`config.mk`:
```
export PLATFORM = sky130hd
export DESIGN_NAME = pesr_divider
export DESIGN_NICKNAME = d
export VERILOG_FILES = /design/src/rtl/core/pesr_divider.sv
export SDC_FILE = /design/constraint.sdc
export NUM_CORES = 1
export LEC_CHECK = 0
export BUFFER_PORTS_ARGS = -buffer_cell sky130_fd_sc_hd__buf_2
export CAP_MARGIN = 30
export CORE_ASPECT_RATIO = 1.5
export CORE_MARGIN = 5
export CORE_UTILIZATION = 50
export CTS_BUF_LIST = sky130_fd_sc_hd__clkbuf_4
export CTS_CLUSTER_SIZE = 25
export DETAILED_ROUTE_END_ITERATION = 8
export GPL_ROUTABILITY_DRIVEN = 0
export PLACE_DENSITY_LB_ADDON = 0.12
export SYNTH_ARGS = -nofsm -noshare
export SYNTH_HDL_FRONTEND = slang
export SYNTH_SLANG_ARGS = --single-unit
```
`constraint.sdc`:
```
create_clock -name clk -period 4.47 [get_ports clk]
set_input_delay 1.341 -clock clk [delete_from_list [all_inputs] [get_ports clk]]
set_output_delay 1.341 -clock clk [all_outputs]
set_load 0.05 [all_outputs]
```
`src/rtl/core/pesr_divider.sv`:
```
// Restoring divider, one quotient bit per cycle, 32 by 10 bits
module pesr_divider
(
    input  logic        clk,
    input  logic        rst_n,
    input  logic        start,
    input  logic [31:0] dividend,
    input  logic [9:0]  divisor,
    output logic        done,
    output logic [31:0] quotient,
    output logic [9:0]  remainder
);
    logic [31:0] q_reg;
    logic [10:0] r_reg;
    logic [9:0]  d_reg;
    logic [5:0]  cnt_reg;
    logic        busy_reg;
    logic [10:0] sh;
    logic [10:0] diff;

    assign sh = {r_reg[9:0], q_reg[31]};
    assign diff = sh - {1'b0, d_reg};

    always_ff @(posedge clk or negedge rst_n)
    begin
        if (!rst_n)
        begin
            busy_reg <= 1'b0;
            cnt_reg <= '0;
        end
        else if (start)
        begin
            busy_reg <= 1'b1;
            cnt_reg <= 6'd0;
        end
        else if (busy_reg)
        begin
            cnt_reg <= cnt_reg + 6'd1;
            if (cnt_reg == 6'd31)
                busy_reg <= 1'b0;
        end
    end

    always_ff @(posedge clk)
    begin
        if (start)
        begin
            q_reg <= dividend;
            r_reg <= '0;
            d_reg <= divisor;
        end
        else if (busy_reg)
        begin
            if (!diff[10])
            begin
                r_reg <= diff;
                q_reg <= {q_reg[30:0], 1'b1};
            end
            else
            begin
                r_reg <= sh;
                q_reg <= {q_reg[30:0], 1'b0};
            end
        end
    end

    assign done = busy_reg && cnt_reg == 6'd31;
    assign quotient = !diff[10] ? {q_reg[30:0], 1'b1} : {q_reg[30:0], 1'b0};
    assign remainder = !diff[10] ? diff[9:0] : sh[9:0];
endmodule

```
# --- Word level (Yosys, flattened, before mapping) ---
# Index checks and enable logic that the tools add are counted.
totals:
  output_inout_bits: 43
  input_bits: 45
  register_bits: 59
op_classes:
  n_eq_ne: 1
  n_mux: 10
  add_sub_neg: 2
  n_reduce_logical: 2
ops:
  columns: ["operator", "count"]
  rows:
  - ["2-to-1 mux 32 bit", 2]
  - ["2-to-1 mux 10 bit", 2]
  - ["2-to-1 mux 6 bit", 2]
  - ["subtractor 11 x 10 -> 11 bit", 1]
  - ["adder 6 x 1 -> 6 bit (second input constant)", 1]
  - ["== test 6 x 5 -> 1 bit (second input constant)", 1]
  - ["2-to-1 mux 1 bit", 4]
  - ["nonzero test 2 bit", 1]
  - ["logical AND 1 bit", 1]

# --- Logic depth before layout (Yosys ltp) ---
logic_depth:
  ltp_word: 4
  mapped_depth: 12
  mapped_depth_nobuf: 11

# --- Least setup slack after synthesis ---
# Ideal clock, no wire load.
synth_path:
  path_kind: "register to output"
  from: "register q_reg[31]"
  to: "output remainder[0]"
  n_path_buf: 1
  required_time_ns: 3.129
  path_stages_with_launch: 13
  setup_slack_ns: 0.549
  arrival_time_ns: 2.580
  cell_sequence: "edfxtp_1 inv_1 ha_1 inv_1 fa_1 a21oi_1 nor2_1 nor4_4 o31ai_2 a311oi_2 buf_6 nand2_2 nand2_1"
synth_via:
  elab_chain_len: 2
synth_rtl:
  columns: ["item", "line_no", "text"]
  rows:
  - ["from (decl)", "13", "logic [31:0] q_reg;"]
  - ["from (signal assigned)", "48", "q_reg <= dividend;"]
  - ["from (signal assigned)", "57", "q_reg <= {q_reg[30:0], 1'b1};"]
  - ["from (signal assigned)", "62", "q_reg <= {q_reg[30:0], 1'b0};"]
  - ["subtractor 11 x 10 -> 11 bit", "22", "assign diff = sh - {1'b0, d_reg};"]
  - ["2-to-1 mux 10 bit (*)", "69", "assign remainder = !diff[10] ? diff[9:0] : sh[9:0];"]
  - ["to (decl)", "11", "output logic [9:0] remainder"]
# Mark *: on every way between the ends. The rest lies on a longest branch, timed or not.

# --- Worst setup path in the final report ---
layout_path:
  from: "register q_reg[31]"
  to: "output remainder[8]"
layout_via:
  elab_chain_len: 2
layout_rtl:
  columns: ["item", "line_no"]
  rows:
  - ["subtractor 11 x 10 -> 11 bit", "22"]
  - ["2-to-1 mux 10 bit", "69"]
# Every way passes these cells.

==> flow_metrics.py <==
metrics = {
    "power": {
        "p_total_mw": 2.67,
        "power_leakage_nw": 1.71,
        "vdd_drop_max_v": 0.000346,
        "powerDensity_nw_per_um2": 706,
    },
    "global_route": {
        "grt_pass1_vias": 2178,
        "grt_antenna_before_repair": 0,
        "grtUsageTotal_pct": 17.0,
        "grt_overflow": 0,
        "grt_max_degree": 33,
        "grt_pass1_wl_um": 10300,
    },
    "cells_and_area": {
        "num-nets-final": 396,
        "final_cell_mix": "77 x buf_2, 42 x edfxtp_1, 34 x mux2_2",
        "largest_reg_flops": 32,
        "final_layout_size_suffix_gt1_share_pct": 47.1,
        "nFillCells": 565,
        "n_antenna_cell": 0,
        "areaGrowthSynthToFinish_pct": 16.2,
        "multi_input_comb_area_um2": 1290,
        "ff_latch_area_um2": 1640,
        "final_common_cell": "buf_2",
        "stdcell_area_um2": 3770,
    },
    "worst_setup_path": {
        "cp_slowest_cell": "edfxtp_1",
        "crit_path_cell_trace": "inv_1 -> ha_1 -> inv_1 -> fa_2 -> a21oi_4 -> nor2_2 -> nor4_4 -> o31ai_2 -> a311oi_2 -> buf_6 -> mux2_2 -> buf_6",
        "critical_path_arrival_ps": 3010,
        "end_kind": "output port",
        "worstSetupPathType": "reg -> out",
        "max_stage_delay_ps": 410,
        "required_ps": 3130,
        "path_buf_inv": 4,
        "critPathMaxFanout": 7,
        "cp-start-kind": "flop",
        "critical-path-top-delay-family": "compound AO/OA/AOI/OAI gates",
    },
    "timing": {
        "fin_skew_ps": 12.5,
        "tightest_slew_ps": 604,
        "finalCriticalPeriod_ps": 4350,
        "setup_viol": 0,
        "fmax_ghz": 0.230,
        "grt_setup_unrepaired": "true",
        "setup_ws_ps": 120,
        "drv_slew": 0,
        "period_share_pct": 97.3,
        "holdWs_ps": 562,
        "maxSlewHeadroom_pct": 59.7,
        "hold_viol_final": 0,
        "tns_ps": 0,
    },
    "routing": {
        "drc": 0,
        "vias": 2181,
        "detail_route.wl_per_cell_um": 15.5,
        "wl_um": 6520,
        "ant_nets": 0,
        "firstDrtPassIters": 4,
        "first_iter_violations": 100,
        "via_per_inst": 5.19,
    },
    "synth": {
        "synth_cell_types": 41,
        "yosys.area.top_type": "edfxtp_1",
        "postSynthCellCount": 270,
        "yosys_warnings": 0,
        "ys_ff_latch": 59,
        "synth_nets": 327,
        "synth-seq-area-share_pct": 50.4,
        "ys.flop_type": "edfxtp_1",
        "synth_area_leaders": "edfxtp_1 39%, mux2_2 12%, buf_4 7.2%",
        "syn_area_um2": 3250,
        "synth_top_area_share_pct": 38.8,
        "async_flop_share_pct": 11.9,
        "synth-edff-count": 42,
        "postSynthAreaPerCell_um2": 12.0,
    },
    "clock_network": {
        "clkSinkCount": 59,
        "clkLatencyLatePin_ps": 400,
        "cts_hold_buf": 0,
        "h-tree-depth": 3,
        "numCtsBuffers": 9,
        "clockBufferDepth": 2,
        "cts_root_buf": "clkbuf_4",
        "clk_pin_slew_ps": 110,
        "cts_tree": "yes",
    },
    "floorplan": {
        "core-area_um2": 6400,
        "dieArea_um2": 8240,
        "io_pins": 88,
        "start_util_pct": 50.8,
        "rows": 36,
        "fp.dieH_um": 109,
        "die_w_um": 75.8,
    },
    "min_path": {
        "hp-class": "reg -> reg",
    },
    "place": {
        "placed_area_um2": 3540,
        "port_buffers": 87,
        "dp_slack_ps": 306,
        "dp_hpwl_um": 4680,
    },
    "run": {
        "maxCapViolations": 0,
    },
    "status": {
        "status": "finished, final reports clean",
    },
}
metrics by stage:
| stage | utilization, % | cells |
|---|---|---|
| 3_3_place_gp | 55.4 | 399 |
| 3_5_place_dp | 55.4 | 399 |
| 6_report | 59.0 | 420 |
| 4_1_cts | 58.7 | 419 |
| 2_1_floorplan | - | 270 |
| 5_1_grt | 59.0 | 420 |
metal layers:
| metal | share of wire [%] | routed length [um] | vias up | GRT usage [%] |
|---|---|---|---|---|
| met2 | 51 | 3340 | 57 | 27.1 |
| met5 | 0 | 0 | - | 0 |
| met3 | 6.5 | 424 | 15 | 5.17 |
| met4 | 2.6 | 168 | 0 | 9.63 |
| met1 | 40 | 2590 | 1029 | 19.7 |
| li1 | - | - | 1080 | - |
cell usage after synthesis (all sizes together), types with 2 or more instances:
library cell	n
o21ai	8
dfxtp	10
edfxtp	42
nand2b	6
a22o	4
mux2	40
nor2b	2
or3	3
a21oi	6
nand4	2
dfrtp	7
clkbuf	6
mux2i	3
inv	18
o21a	6
ha	11
a311oi	2
xnor2	4
buf	32
nand3	2
nand2	7
nor2	28
nor4	2
a211oi	2
xor2	5
and3	2
worst register-to-register path, stage by stage, from the launching register on:
cell and delay [ps]:
edfxtp_1 410, inv_1 70, ha_1 150, inv_1 60, fa_2 370, a21oi_4 180
nor2_2 60, nor4_4 160, o31ai_2 90, a311oi_2 320, buf_4 240, mux2_4 330
a22o_1 210
final timing paths:
| path | endpoint | cells after the start | slack [ps] | from |
|---|---|---|---|---|
| max in group asynchronous | cnt_reg[2]$_DFFE_PN0P_ | 1 | 3570 | rst_n |
| worst max-delay path | remainder[8] | 12 | 120 | q_reg[31]$_DFFE_PP_ |
| worst min-delay path | cnt_reg[5]$_DFFE_PN0P_ | 2 | 560 | cnt_reg[5]$_DFFE_PN0P_ |
| worst max register to register | r_reg[9]$_SDFFE_PP0P_ | 12 | 1720 | q_reg[31]$_DFFE_PP_ |
| worst min register to register | cnt_reg[5]$_DFFE_PN0P_ | 2 | 560 | cnt_reg[5]$_DFFE_PN0P_ |
| min in group asynchronous | cnt_reg[3]$_DFFE_PN0P_ | 1 | 740 | rst_n |
kinds of logic after synthesis:
kind of cell / after synthesis / share of synthesized area [%]
mux: 43 / 15.5
xor+xnor: 9 / 2.43
simple gates: 58 / 9.21
compound gates: 33 / 7.36
fa+ha+maj: 12 / 4.85
buf+inv: 56 / 10.3
flops: 59 / 50.4
area by class of cell:
class                           count  area share, %
Sequential cell                    59           43.4
Multi-Input combinational cell    155           34.3
Timing Repair Buffer               96           15.1
Tap cell                           76           2.52
Clock buffer                        9           1.79
Inverter                           18           1.79
Clock inverter                      7           1.19
where the power goes:
part	leakage, nW	switching (mW)	total, mW	internal (mW)
clock network	0.0554	0.210	0.321	0.111
registers	0.610	0.0641	0.742	0.678
logic	1.04	0.962	1.60	0.640
total	1.71	1.24	2.67	1.43
what timing repair did:
action / 4_1_cts / 5_1_grt
setup endpoints to repair: 10 / 10
gates resized for setup: 23 / 3
cloned: 1 / 0
buffers inserted: 3 / 1
pin swaps: 3 / 3
Note: power is estimated with default switching activity, not from simulation.
